## src/rtl/assert_macros.svh

```systemverilog
`ifndef ASSERT_MACROS_SVH
`define ASSERT_MACROS_SVH

// Same-cycle implication, disabled during reset.
`define ASSERT_IMP(label, clk, rst_n, ante, cons) \
    label: assert property (@(posedge clk) disable iff (!rst_n) (ante) |-> (cons)) \
        else $error("assertion failed");

// Next-cycle implication, disabled during reset.
`define ASSERT_NXT(label, clk, rst_n, ante, cons) \
    label: assert property (@(posedge clk) disable iff (!rst_n) (ante) |=> (cons)) \
        else $error("assertion failed");

`endif

```

## src/rtl/rcsg_pkg.sv

```systemverilog
`default_nettype none

package rcsg_pkg;

    localparam int unsigned RATE_W  = 27;
    localparam int unsigned IDX_W   = 17;
    localparam int unsigned SHIFT_W = 9;
    localparam int unsigned LFSR_W  = 9;

    localparam logic [RATE_W-1:0]  CHIP_RATE   = RATE_W'(511000);
    localparam logic [RATE_W-1:0]  RATE_MIN    = RATE_W'(511000);
    localparam logic [RATE_W-1:0]  RATE_MAX    = RATE_W'(100000000);
    localparam logic [RATE_W-1:0]  SAMPLE_STEP = RATE_W'(1000);
    localparam logic [SHIFT_W-1:0] CODE_LEN    = SHIFT_W'(511);
    localparam logic [LFSR_W-1:0]  LFSR_ONES   = '1;

    typedef enum logic [0:0] {
        REG_SAMPLE_RATE = 1'b0,
        REG_CODE_SHIFT  = 1'b1
    } reg_index_t;

    // Controller to datapath.
    typedef struct packed {
        logic load;   // latch config, reseed shift register, clear counters
        logic step;   // advance shift register one chip during seek
        logic emit;   // produce the current sample and, unless it is the last, advance
    } ctrl_cmd_t;

    // Datapath to controller.
    typedef struct packed {
        logic seek_zero;
        logic last;
        logic out_free;
    } dp_status_t;

    function automatic logic [LFSR_W-1:0] lfsr_next(input logic [LFSR_W-1:0] r);
        logic fb;
        fb = r[4] ^ r[0];
        return {fb, r[LFSR_W-1:1]};
    endfunction

endpackage

`default_nettype wire

```

## src/rtl/rcsg_ctrl.sv

```systemverilog
`default_nettype none

module rcsg_ctrl (
    input  wire logic                clk,
    input  wire logic                rst_n,
    input  wire logic                s_tvalid,
    input  wire logic                restart,
    input  wire rcsg_pkg::dp_status_t status,
    output logic                     s_tready,
    output rcsg_pkg::ctrl_cmd_t      cmd
);

    typedef enum logic [1:0] {
        ST_RUN  = 2'b01,
        ST_SEEK = 2'b10
    } state_t;

    state_t state_reg, state_next;
    logic   pending_reg, pending_next;
    logic   primed_reg, primed_next;
    logic   need_start;

    assign need_start = (restart || pending_reg) && !primed_reg;
    assign s_tready   = (state_reg == ST_RUN) && status.out_free && !need_start;

    always_comb
    begin
        state_next   = state_reg;
        pending_next = pending_reg;
        primed_next  = primed_reg;
        cmd          = '0;
        unique case (state_reg)
            ST_RUN:
            begin
                if (s_tvalid && need_start)
                begin
                    cmd.load   = 1'b1;
                    state_next = ST_SEEK;
                end
                else if (s_tvalid && s_tready)
                begin
                    cmd.emit     = 1'b1;
                    primed_next  = 1'b0;
                    pending_next = status.last;
                end
            end
            ST_SEEK:
            begin
                if (status.seek_zero)
                begin
                    primed_next = 1'b1;
                    state_next  = ST_RUN;
                end
                else
                begin
                    cmd.step = 1'b1;
                end
            end
            default:
            begin
                state_next = ST_RUN;
            end
        endcase
    end

    always_ff @(posedge clk or negedge rst_n)
    begin
        if (!rst_n)
        begin
            state_reg   <= ST_RUN;
            pending_reg <= 1'b1;
            primed_reg  <= 1'b0;
        end
        else
        begin
            state_reg   <= state_next;
            pending_reg <= pending_next;
            primed_reg  <= primed_next;
        end
    end

endmodule

`default_nettype wire

```

## src/rtl/rcsg_datapath.sv

```systemverilog
`default_nettype none

module rcsg_datapath (
    input  wire logic                         clk,
    input  wire logic                         rst_n,
    input  wire logic                         cfg_we,
    input  wire logic                         cfg_index,
    input  wire logic [rcsg_pkg::RATE_W-1:0]  cfg_data,
    input  wire rcsg_pkg::ctrl_cmd_t          cmd,
    input  wire logic                         m_tready,
    output rcsg_pkg::dp_status_t              status,
    output logic                              m_tvalid,
    output logic                              out_chip,
    output logic [rcsg_pkg::IDX_W-1:0]        out_index,
    output logic                              out_last
);

    localparam int unsigned RW = rcsg_pkg::RATE_W;
    localparam int unsigned IW = rcsg_pkg::IDX_W;
    localparam int unsigned SW = rcsg_pkg::SHIFT_W;
    localparam int unsigned LW = rcsg_pkg::LFSR_W;

    logic [RW-1:0] cfg_rate_reg;
    logic [SW-1:0] cfg_shift_reg;
    logic          out_valid_reg;

    logic [RW-1:0] run_rate_reg;
    logic [LW-1:0] lfsr_reg;
    logic [SW-1:0] seek_cnt_reg;
    logic [IW-1:0] count_reg;
    logic [RW-1:0] rem_reg;
    logic [RW-1:0] limit_reg;    // (count + 2) * 1000
    logic          chip_reg;
    logic [IW-1:0] index_reg;
    logic          last_reg;

    logic [RW-1:0] rate_sat;
    logic [SW-1:0] shift_mod;
    logic [RW:0]   rem_sum;
    logic          chip_adv;
    logic          last;

    always_comb
    begin
        if (cfg_rate_reg < rcsg_pkg::RATE_MIN)
            rate_sat = rcsg_pkg::RATE_MIN;
        else if (cfg_rate_reg > rcsg_pkg::RATE_MAX)
            rate_sat = rcsg_pkg::RATE_MAX;
        else
            rate_sat = cfg_rate_reg;
    end

    assign shift_mod = (cfg_shift_reg == rcsg_pkg::CODE_LEN) ? '0 : cfg_shift_reg;
    assign rem_sum   = {1'b0, rem_reg} + {1'b0, rcsg_pkg::CHIP_RATE};
    assign chip_adv  = rem_sum >= {1'b0, run_rate_reg};
    // Last sample when (count + 2) * 1000 exceeds the rate.
    assign last      = limit_reg > run_rate_reg;

    assign status.seek_zero = (seek_cnt_reg == '0);
    assign status.last      = last;
    assign status.out_free  = !out_valid_reg || m_tready;

    assign m_tvalid  = out_valid_reg;
    assign out_chip  = chip_reg;
    assign out_index = index_reg;
    assign out_last  = last_reg;

    always_ff @(posedge clk or negedge rst_n)
    begin
        if (!rst_n)
        begin
            cfg_rate_reg  <= rcsg_pkg::RATE_MIN;
            cfg_shift_reg <= '0;
            out_valid_reg <= 1'b0;
        end
        else
        begin
            if (cfg_we)
            begin
                if (cfg_index == rcsg_pkg::REG_SAMPLE_RATE)
                    cfg_rate_reg <= cfg_data;
                else
                    cfg_shift_reg <= cfg_data[SW-1:0];
            end
            if (cmd.emit)
                out_valid_reg <= 1'b1;
            else if (m_tready)
                out_valid_reg <= 1'b0;
        end
    end

    always_ff @(posedge clk)
    begin
        if (cmd.load)
        begin
            run_rate_reg <= rate_sat;
            lfsr_reg     <= rcsg_pkg::LFSR_ONES;
            seek_cnt_reg <= shift_mod;
            count_reg    <= '0;
            rem_reg      <= rcsg_pkg::CHIP_RATE - RW'(1);
            limit_reg    <= rcsg_pkg::SAMPLE_STEP + rcsg_pkg::SAMPLE_STEP;
        end
        else if (cmd.step)
        begin
            lfsr_reg     <= rcsg_pkg::lfsr_next(lfsr_reg);
            seek_cnt_reg <= seek_cnt_reg - SW'(1);
        end
        else if (cmd.emit)
        begin
            chip_reg  <= lfsr_reg[2];
            index_reg <= count_reg;
            last_reg  <= last;
            if (!last)
            begin
                count_reg <= count_reg + IW'(1);
                limit_reg <= limit_reg + rcsg_pkg::SAMPLE_STEP;
                if (chip_adv)
                begin
                    rem_reg  <= RW'(rem_sum - {1'b0, run_rate_reg});
                    lfsr_reg <= rcsg_pkg::lfsr_next(lfsr_reg);
                end
                else
                begin
                    rem_reg <= rem_sum[RW-1:0];
                end
            end
        end
    end

endmodule

`default_nettype wire

```

## src/rtl/ranging_code_sample_generator.sv

```systemverilog
`default_nettype none

`include "assert_macros.svh"

// Sampled 511-chip ranging code generator. Each input beat yields one output
// beat holding the code value at that sample, its index in the code period
// and a last flag; a period has floor(rate / 1000) samples. Inside a period
// the block takes one beat per clock while the output is free. A period start
// (first beat after reset, a beat with restart set, or the beat after a last
// sample) first loads the settings and reseeks the shift register one chip per
// clock; the beat is taken once the seek count reaches zero. Rate and shift
// writes take effect at the next period start.
module ranging_code_sample_generator (
    input  wire logic        clk,
    input  wire logic        rst_n,
    input  wire logic        cfg_we,
    input  wire logic        cfg_index,
    input  wire logic [26:0] cfg_data,
    input  wire logic        s_tvalid,
    output logic             s_tready,
    input  wire logic [7:0]  s_tdata,    // [0] restart, [7:1] zero
    output logic             m_tvalid,
    input  wire logic        m_tready,
    output logic [23:0]      m_tdata,    // [0] chip_positive, [17:1] sample_index
    output logic             m_tlast     // last_of_code
);

    rcsg_pkg::ctrl_cmd_t  cmd;
    rcsg_pkg::dp_status_t status;
    logic                 out_chip;
    logic [rcsg_pkg::IDX_W-1:0] out_index;

    rcsg_ctrl u_ctrl (
        .clk      (clk),
        .rst_n    (rst_n),
        .s_tvalid (s_tvalid),
        .restart  (s_tdata[0]),
        .status   (status),
        .s_tready (s_tready),
        .cmd      (cmd)
    );

    rcsg_datapath u_datapath (
        .clk       (clk),
        .rst_n     (rst_n),
        .cfg_we    (cfg_we),
        .cfg_index (cfg_index),
        .cfg_data  (cfg_data),
        .cmd       (cmd),
        .m_tready  (m_tready),
        .status    (status),
        .m_tvalid  (m_tvalid),
        .out_chip  (out_chip),
        .out_index (out_index),
        .out_last  (m_tlast)
    );

    assign m_tdata = {6'b0, out_index, out_chip};

    `ASSERT_NXT(a_load_blocks_input, clk, rst_n, cmd.load, !s_tready)
    `ASSERT_IMP(a_seek_no_input, clk, rst_n, cmd.step, !s_tready && !cmd.emit)
    `ASSERT_NXT(a_last_flagged, clk, rst_n, cmd.emit && status.last, m_tvalid && m_tlast)

endmodule

`default_nettype wire

```

## config.mk

```make
export PLATFORM = sky130hd
export DESIGN_NAME = ranging_code_sample_generator
export DESIGN_NICKNAME = d
export VERILOG_FILES = /design/src/rtl/rcsg_pkg.sv /design/src/rtl/rcsg_ctrl.sv /design/src/rtl/rcsg_datapath.sv /design/src/rtl/ranging_code_sample_generator.sv
export VERILOG_INCLUDE_DIRS = /design/src /design/src/rtl
export SDC_FILE = /design/constraint.sdc
export NUM_CORES = 1
export LEC_CHECK = 0
export ABC_AREA = 1
export BUFFER_PORTS_ARGS = -buffer_cell sky130_fd_sc_hd__buf_2
export CAP_MARGIN = 15
export CELL_PAD_IN_SITES_DETAIL_PLACEMENT = 0
export CELL_PAD_IN_SITES_GLOBAL_PLACEMENT = 1
export CORE_ASPECT_RATIO = 2
export CORE_UTILIZATION = 45
export CTS_BUF_LIST = sky130_fd_sc_hd__clkbuf_8
export CTS_CLUSTER_SIZE = 25
export DETAILED_ROUTE_END_ITERATION = 6
export PLACE_DENSITY = 0.88
export SLEW_MARGIN = 10
export SYNTH_ARGS = -nofsm -noshare
export SYNTH_HDL_FRONTEND = slang
export SYNTH_SLANG_ARGS = --single-unit
```

## constraint.sdc

```tcl
create_clock -name clk -period 4.1 [get_ports clk]
set_clock_uncertainty 0.2 [all_clocks]
set_input_delay 0.41 -clock clk [delete_from_list [all_inputs] [get_ports clk]]
set_output_delay 0.41 -clock clk [all_outputs]
set_load 0.01 [all_outputs]
```

Yosys cells after proc, flatten, opt, wreduce, memory -nomap -nowiden
Cells that the tools add are included.
W data, S select, Z words.
- register bits after elaboration: 176
- output and inout bits: 27
- logic and storage cells: 89
- input port bits: 41
- mux-type cells: 25
- eq/ne operators: 8
- add/sub/neg operators: 5
- bitwise logic cells: 6
- reductions and logical operators: 25
- magnitude comparators: 4
- operators by type and width (cell ; number):
    $mux W9 ; 7
    $mux W27 ; 2
    $add A27 B19 Y28 const B ; 1
    $ge A28 B27 Y1 ; 1
    $add A27 B10 Y27 const B ; 1
    $gt A27 B27 Y1 ; 1
    $gt A27 B27 Y1 const B ; 1
    $lt A27 B19 Y1 const B ; 1
    $sub A27 B27 Y27 ; 1
    $add A17 B1 Y17 const B ; 1
    $mux W1 ; 12
    $reduce_and A3 Y1 ; 4
    $ne A2 B2 Y1 const B ; 5
    $reduce_bool A2 Y1 ; 5
    $eq A9 B9 Y1 const B ; 1
    $logic_not A9 Y1 ; 1
    $sub A9 B1 Y9 const B ; 1
    $reduce_and A2 Y1 ; 3
    $logic_and A1 B1 Y1 ; 5
    $not A1 Y1 ; 5
    $mux W2 ; 2
    $pmux W2 S2 ; 1
    $reduce_and A4 Y1 ; 1
    $logic_not A1 Y1 ; 3
    other kinds (6) ; 7

Longest topological paths before layout
Gate-level depths: netlist (run 1).
- word-level depth: 10
- depth in mapped cells: 26
- gate-level depth less buffers: 26

Modules after synthesis
A second synthesis (run 1) with hierarchy kept.
- cell total of the unflattened synthesis: 1575
- area total of the unflattened synthesis: 11159.5 sq um
- modules (own cells, without submodules) (module ; instances ; seq. area each (sq um) ; area an instance (sq um) ; cells an instance):
    rcsg_datapath ; 1 ; 4130.2 ; 10874.2 ; 1539
    rcsg_ctrl ; 1 ; 102.6 ; 229.0 ; 28
    ranging_code_sample_generator ; 1 ; 0.0 ; 56.3 ; 8

Least setup slack after synthesis (run 1)
No wires, ideal clock.
- path kind: register -> register
- from: reg u_datapath.rem_reg[3]
- to: reg u_datapath.rem_reg[21]
- data required time: 3.716 ns
- buffers on the path: 1
- stages on the path, launching flop included: 24
- clock period less this slack: 3.134 ns
- arrival: 2.750 ns
- setup time: 0.184 ns
- slack: 0.966 ns
- cells stage by stage: dfxtp_1 -> inv_1 -> ha_1 -> inv_1 -> nand2_1 -> inv_1 -> nand4_1 -> nand2_1 -> nand2_1 -> nand2_1 -> xor2_1 -> inv_1 -> ha_1 -> nand2_1 -> inv_1 -> a21oi_1 -> nand2_1 -> nand2_1 -> nand3_2 -> o21ai_2 -> buf_2 -> nand2_1 -> nand3_1 -> a21oi_1
- word-level cells in the longest chain between the ends: 3
- elaborated cells on any way between the ends: 4
- classes of those cells: add/sub (2); order compare (1); mux (1)
- ends and longest elaborated chain (element ; line ; text):
    start, declared ; rcsg_datapath.sv:31 ; logic [RW-1:0] rem_reg;
    start signal, assigned ; rcsg_datapath.sv:100 ; rem_reg <= rcsg_pkg::CHIP_RATE - RW'(1);
    start signal, assigned ; rcsg_datapath.sv:119 ; rem_reg <= RW'(rem_sum - {1'b0, run_rate_reg});
    start signal, assigned ; rcsg_datapath.sv:124 ; rem_reg <= rem_sum[RW-1:0];
    $add A27 B19 Y28 * ; rcsg_datapath.sv:54 ; assign rem_sum = {1'b0, rem_reg} + {1'b0, rcsg_pkg::CHIP_RATE};
    $sub A27 B27 Y27 / $ge A28 B27 Y1 (equally long branches) ; rcsg_datapath.sv:119, rcsg_datapath.sv:55 ;
    $mux W27 * ; rcsg_datapath.sv:117 ; if (chip_adv)
Every way passes the cells marked *; elsewhere a longest branch is shown, timed or not.
A chain may end at the register's enable or synchronous reset.

Worst setup path after layout (run 1)
- from: reg u_datapath.rem_reg[3]
- to: reg u_datapath.rem_reg[22]
The elaborated chain is that of the path after synthesis.

==> flow_metrics.py, run 1 <==
metrics = {
    "finish": {
        "multi_input_area_um2": 5680,
        "stdcell_count": 1962,
        "area_growth_pct": 11.2,
        "drive_above_1_share_pct": 9.21,
        "nNetsFinal": 1756,
        "antennaDiodeCount": 0,
        "regArea_um2": 4230,
        "nFillCells": 2415,
    },
    "job": {
        "drv_cap": 0,
    },
    "cts": {
        "clockRootBuffer": "clkbuf_8",
        "clk_pin_slew_ns": 0.09,
        "cts_max_path_buffers": 2,
        "numCtsBuffers": 17,
        "clock_latency_ns": 0.48,
        "post-cts-setup-buffers": 0,
        "clock_sinks": 173,
        "cts_tree": "yes",
        "h-tree-depth": 4,
    },
    "floorplan": {
        "die_w_um": 113,
        "die_h_um": 224,
        "num_rows": 81,
        "num_io_pins": 68,
        "start_util_pct": 45.7,
        "die_area_um2": 25400,
        "placeableCoreArea_um2": 24300,
    },
    "synth": {
        "synth_edf_count": 55,
        "synth-xor-area-share_pct": 3.63,
        "synth.top_cell.area_share_pct": 14.9,
        "synth_area_per_cell_um2": 7.03,
        "ys_ff_latch": 173,
        "yosysTopAreaCell": "edfxtp_1",
        "synth_top_family_by_area": "simple AND/OR/NAND/NOR gates",
        "yosys-mux-area-fraction_pct": 0.304,
        "synth-seq-area-share_pct": 38.1,
        "synth_top_flop_cell": "dfxtp_1",
        "synth_simple_gate_area_share_pct": 30.7,
        "synth_compound_area_share_pct": 9.48,
        "synthesis.area_um2": 11100,
        "yosys_warnings": 0,
        "synth_fa_ha_area_share_pct": 6.37,
        "ys_types": 56,
        "synth_cells": 1581,
        "synthArstFlopShare_pct": 23.7,
        "ys_top_cells_by_area": "edfxtp_1, nand2_1, dfxtp_1",
    },
    "critical_path": {
        "crit_chain": "inv_1, ha_1, nor2_2, nand2_1, nand2_2, nand2_1, nand2_2, nand2_1, xor2_1, inv_1, ha_1, a21oi_1, o21ai_0, a21oi_1, nand2_1, nor2_1, nand3_1, nand3_1, nand3_1, a21oi_1",
        "slowest_delay_ns": 0.34,
        "crit_top_cell": "nand2_1",
        "crit_slowest_cell": "dfxtp_1",
        "arrival_ns": 4.02,
        "required_ns": 4.30,
        "cp-start-kind": "flop",
        "crit_type": "flop to flop",
        "cp_max_fo": 6,
        "critPathCaptureType": "flop",
    },
    "pwr": {
        "combPwrFrac_pct": 49.1,
        "total_power_uw": 7020,
        "leakage_uw": 0.00607,
        "power_density_nw_per_um2": 568,
        "peakVddDrop_mv": 0.598,
        "p_switching_uw": 3230,
        "switching_share_pct": 46.0,
        "intPower_uw": 3790,
        "clkPwrFrac_pct": 15.6,
        "power_frac_seq_pct": 35.4,
    },
    "global_route": {
        "grt_pass1_vias": 9810,
        "antenna_found_initial": 0,
        "grt_util_all_layers_pct": 25.2,
        "grt_remaining_overflow": 0,
        "grt_pass1_wl_um": 48500,
        "grt_max_degree": 75,
    },
    "sta": {
        "hold_viol": 0,
        "fmax_mhz": 262,
        "min_period_over_period_pct": 93.1,
        "fin_crit_ns": 3.82,
        "tightest_slew_ns": 0.892,
        "slew-limit-headroom_pct": 40.6,
        "setup_violations": 0,
        "drv_slew": 0,
    },
    "placed_design": {
        "io_buffer_count": 54,
        "place_congestion": 0.971,
        "placedCellCount": 1900,
        "dp_hpwl_um": 24100,
    },
    "detailed_routing": {
        "finalWirelength_um": 30900,
        "first_pass_iters": 7,
        "wire_per_inst_um": 15.7,
        "viasPerCell": 5.11,
        "route.vias.total": 10035,
        "drtAntennaViolNets": 0,
        "drc": 0,
        "drtIter0Drc": 438,
    },
    "outcome": {
        "status": "finished, final reports clean",
    },
    "min_path": {
        "hp-class": "input pin to flop",
    },
}
==> worst max-delay path: cells and delay by family (launching register included) <==
family | cells | cell delay [ns]
and+or+nand+nor | 11 | 1.49
DFF | 1 | 0.34
xor gates and xnor gates | 1 | 0.19
buffers and inverters | 2 | 0.17
adders and majority gates | 2 | 0.58
AOI/OAI and AO/OA | 4 | 0.77
==> cell families (layout without fill, tap and decap cells) <==
kind of cell	after synthesis	count (layout)
buffers and inverters	314	400
adder cells (fa/ha/maj)	56	56
multiplexers	3	3
XOR/XNOR	46	46
flip-flops	173	173
other	1	6
AO/OA/AOI/OAI	189	189
AND/OR/NAND/NOR	799	799
==> power by group through the flow <==
stage | clock network (uW) | logic, uW | registers [uW]
after detailed placement | 0 | 3390 | 2520
after floorplan | 0 | 2500 | 2440
final | 1090 | 3450 | 2480
after CTS | 1130 | 3430 | 2480
after global routing | 1190 | 3890 | 2520
after global placement | 0 | 3360 | 2510
==> layout by cell type, fill, tap and decap left out, drive strengths merged, types with 2 or more instances in the layout <==
cell and count:
a21oi 91, a31oi 2, and3 3, buf 68, clkbuf 19, clkinv 9
clkinvlp 2, conb 6, dfrtp 30, dfstp 11, dfxtp 77, dlygate4sd3 29
edfxtp 55, ha 55, inv 273, mux2 3, nand2 440, nand3 128
nand3b 2, nand4 28, nor2 163, nor3 21, nor4 10, o211ai 8
o21a 3, o21ai 73, o21bai 3, or2 2, xnor2 12, xor2 34
==> final timing paths <==
| path | from | endpoint | slack (ns) | cells after the start |
|---|---|---|---|---|
| worst max register to register | u_datapath.rem_reg[3]$_SDFFE_PP0P_ | u_datapath.rem_reg[22]$_SDFFE_PP0P_ | 0.28 | 20 |
| min in group asynchronous | rst_n | u_datapath.cfg_rate_reg[6]$_DFFE_PN0P_ | 0.38 | 2 |
| max in group asynchronous | rst_n | u_datapath.cfg_rate_reg[20]$_DFFE_PN0P_ | 2.75 | 2 |
| worst min-delay path | s_tvalid | u_datapath.m_tvalid$_DFFE_PN0P_ | 0.1 | 3 |
| worst min register to register | u_datapath.count_reg[3]$_SDFFE_PP0P_ | u_datapath.out_index[3]$_DFFE_PP_ | 0.27 | 0 |
| worst max-delay path | u_datapath.rem_reg[3]$_SDFFE_PP0P_ | u_datapath.rem_reg[22]$_SDFFE_PP0P_ | 0.28 | 20 |
==> routing by layer <==
metal	GRT usage, %	vias up	wire length (um)
met1	23.2	4526	10700
met5	0	-	0
met2	48.2	213	16800
met3	3.49	102	795
li1	-	5194	-
met4	20.1	0	2520
==> what timing repair did <==
item | in CTS | in global routing
endpoints found under the hold margin | 67 | 0
gates resized for setup | 0 | 7
endpoints found under the setup margin | 0 | 21
hold buffers | 29 | 0
==> through the flow <==
stage               setup slack [ns]  hold slack, ns  TNS [ns]  cell area (um^2)  utilization (%)
floorplan                      0.966         -0.0856         0             11100                -
global placement               0.317           0.242         0             11700             47.9
detailed placement             0.273           0.248         0             11700             47.9
CTS                            0.228          0.0576         0             12300             50.6
global route                 -0.0116           0.102   -0.0200             12400             50.8
finish                         0.284          0.0974         0             12400             50.8
==> final cells by class <==
cell class | count | area share (%)
Inverter | 270 | 8.20
Tap cell | 290 | 2.94
Clock inverter | 14 | 0.790
Clock buffer | 18 | 2.00
Sequential cell | 173 | 34.3
Timing Repair Buffer | 98 | 5.89
Multi-Input combinational cell | 1099 | 45.9
==> Yosys cell counts, drive strengths merged (2+ instances only) <==
cell type and number:
nor4 10, o21bai 3, nand2 440, dfxtp 77
and3 3, nand3 128, inv 268, o211ai 8
edfxtp 55, ha 55, nor2 163, or2 2
mux2 3, o21ai 73, xor2 34, o21a 3
a21oi 91, nand3b 2, dfstp 11, buf 28
dfrtp 30, xnor2 12, clkbuf 16, nor3 21
clkinv 2, nand4 28, a31oi 2
No activity file was read; power rests on OpenSTA's default activity.
==> run 2, diff against run 1 <==
- clock period: 4.1 -> 4 ns (I/O delays scaled with it)
==> run 2 against run 1 <==
Compared with the run above:
- power increased by 6.6%
- sequential share of layout area decreased by 0.68 points
- final cell count increased by 1.3%
- first-iteration DRC count increased by 0.23%
- setup slack got worse by 0.12 ns
- register-to-register slack got worse by 0.12 ns
- global-route usage increased by 1.2 points
- via count increased by 3.3%
- core utilization increased by 1.0 points
- critical endpoint is now u_datapath.lfsr_reg[8]$_SDFFE_PP1P_
- largest power group unchanged
- highest routed layer unchanged
==> flow_metrics.py, run 2 (same netlist as run 1, synthesis figures left out) <==
metrics = {
    "sta": {
        "fin_crit_ns": 3.84,
        "slew-limit-headroom_pct": 40.0,
        "holdWs_ns": 0.101,
        "tightest_slew_ns": 0.900,
        "hold_viol": 0,
        "min_period_over_period_pct": 96.0,
        "fmax_mhz": 260,
        "setup_violations": 0,
        "setup_tns_ns": 0,
        "drv_slew": 0,
    },
    "placed_design": {
        "placed_cell_area_um2": 11900,
        "io_buffer_count": 54,
        "place_congestion": 0.978,
        "dp_hpwl_um": 25800,
    },
    "critical_path": {
        "cp-start-kind": "flop",
        "slowest_delay_ns": 0.35,
        "crit_chain": "inv_1, ha_1, nor2_2, nand2_1, nand2_2, nand2_1, nand2_4, nand2_1, xor2_1, inv_1, ha_1, nand2_1, nor2_1, buf_4, nand2_1, nor2_4, nand3_2, nand3_2, nor2_4, nor2_8, nand2_8, buf_4, nand3_1, nand3_1",
        "crit_top_cell": "nand2_1",
        "arrival_ns": 3.99,
        "critPathCaptureType": "flop",
        "cp_max_fo": 9,
        "crit_type": "flop to flop",
        "crit_slowest_cell": "dfxtp_1",
        "required_ns": 4.15,
    },
    "cts": {
        "post-cts-setup-buffers": 0,
        "clk_pin_slew_ns": 0.10,
        "clock_latency_ns": 0.48,
        "cts_tree": "yes",
        "h-tree-depth": 4,
        "clockRootBuffer": "clkbuf_8",
        "numCtsBuffers": 17,
        "clock_sinks": 173,
        "cts_max_path_buffers": 2,
    },
    "floorplan": {
        "start_util_pct": 45.7,
        "placeableCoreArea_um2": 24300,
        "num_rows": 81,
        "num_io_pins": 68,
        "die_area_um2": 25400,
        "die_w_um": 113,
        "die_h_um": 224,
    },
    "finish": {
        "design_area_um2": 12600,
        "area_growth_pct": 13.5,
        "multi_input_area_um2": 5720,
        "final_cell_mix": "nand2_1, inv_1, nor2_1, nand3_1, a21oi_1",
        "nNetsFinal": 1782,
        "mostFrequentLayoutCell": "nand2_1",
        "nFillCells": 2446,
        "drive_above_1_share_pct": 11.1,
        "regArea_um2": 4230,
        "antennaDiodeCount": 0,
    },
    "detailed_routing": {
        "viasPerCell": 5.22,
        "first_pass_iters": 5,
        "drc": 0,
        "wire_per_inst_um": 16.3,
        "drtAntennaViolNets": 0,
        "drtIter0Drc": 439,
        "finalWirelength_um": 32500,
        "route.vias.total": 10371,
    },
    "pwr": {
        "p_switching_uw": 3490,
        "switching_share_pct": 46.6,
        "leakage_uw": 0.00621,
        "combPwrFrac_pct": 49.7,
        "clkPwrFrac_pct": 16.3,
        "peakVddDrop_mv": 0.708,
        "power_frac_seq_pct": 34.0,
        "power_density_nw_per_um2": 594,
        "intPower_uw": 3990,
    },
    "global_route": {
        "grt_pass1_wl_um": 50300,
        "grt_pass1_vias": 10165,
        "grt_util_all_layers_pct": 26.4,
        "grt_remaining_overflow": 0,
        "antenna_found_initial": 0,
        "grt_max_degree": 76,
    },
    "min_path": {
        "hp-class": "input pin to flop",
    },
    "job": {
        "drv_cap": 0,
    },
    "outcome": {
        "status": "finished, final reports clean",
    },
}
run 2: power by group through the flow:
stage	Sequential (uW)	Clock, uW	Combinational [uW]
floorplan	2500	0	2570
global placement	2570	0	3570
detailed placement	2580	0	3620
CTS	2540	1250	3660
global route	2590	1300	4140
finish	2550	1220	3720
run 2: path summary, 6_finish.rpt:
kind	startpoint	end	slack (ns)	cells past startpoint
worst max-delay path	u_datapath.rem_reg[3]$_SDFFE_PP0P_	u_datapath.lfsr_reg[8]$_SDFFE_PP1P_	0.16	24
max in group asynchronous	rst_n	u_ctrl.state_reg[1]$_DFFE_PN0P_	2.69	2
worst min register to register	u_datapath.lfsr_reg[5]$_SDFFE_PP1P_	u_datapath.lfsr_reg[4]$_SDFFE_PP1P_	0.26	2
worst min-delay path	s_tvalid	u_datapath.m_tvalid$_DFFE_PN0P_	0.10	3
worst max register to register	u_datapath.rem_reg[3]$_SDFFE_PP0P_	u_datapath.lfsr_reg[8]$_SDFFE_PP1P_	0.16	24
min in group asynchronous	rst_n	u_datapath.cfg_shift_reg[4]$_DFFE_PN0P_	0.35	2
run 2: final cells by class:
| type | count | share of cell area [%] |
|---|---|---|
| repair buffers | 124 | 7.09 |
| clock buffers | 17 | 1.86 |
| flip-flops and latches | 173 | 33.6 |
| multi-input cells | 1099 | 45.4 |
| clock inverters | 15 | 1.18 |
| inverters | 270 | 8.04 |
| well taps | 290 | 2.88 |
run 2: layer usage:
metal | share of wire (%) | up-vias | track usage [%] | wire [um]
li1 | - | 5239 | - | -
met1 | 33 | 4745 | 22.5 | 10700
met5 | 0 | - | 0 | 0
met2 | 55 | 265 | 51.8 | 18000
met3 | 2.9 | 122 | 3.38 | 952
met4 | 8.8 | 0 | 22.9 | 2870
run 2: metrics by stage:
stage	setup slack [ns]	power, uW	util, %	cells
finish	0.160	7480	51.8	1988
global route	-0.0108	8030	51.8	1988
CTS	0.141	7450	51.5	1988
detailed placement	0.169	6200	48.7	1927
global placement	0.228	6140	48.7	1927
floorplan	0.866	5070	-	1586
run 2: worst max-delay path: cells and delay by family, from the launching register on:
kind          cells  cell delay (ns)
simple gates     17             1.90
fa+ha+maj         2             0.57
buf+inv           4             0.47
flops             1             0.35
xor+xnor          1             0.19
run 2: what timing repair did:
item	in CTS	in global routing
endpoints found under the setup margin	0	36
gates resized for setup	0	17
endpoints found under the hold margin	67	0
hold buffers	29	0
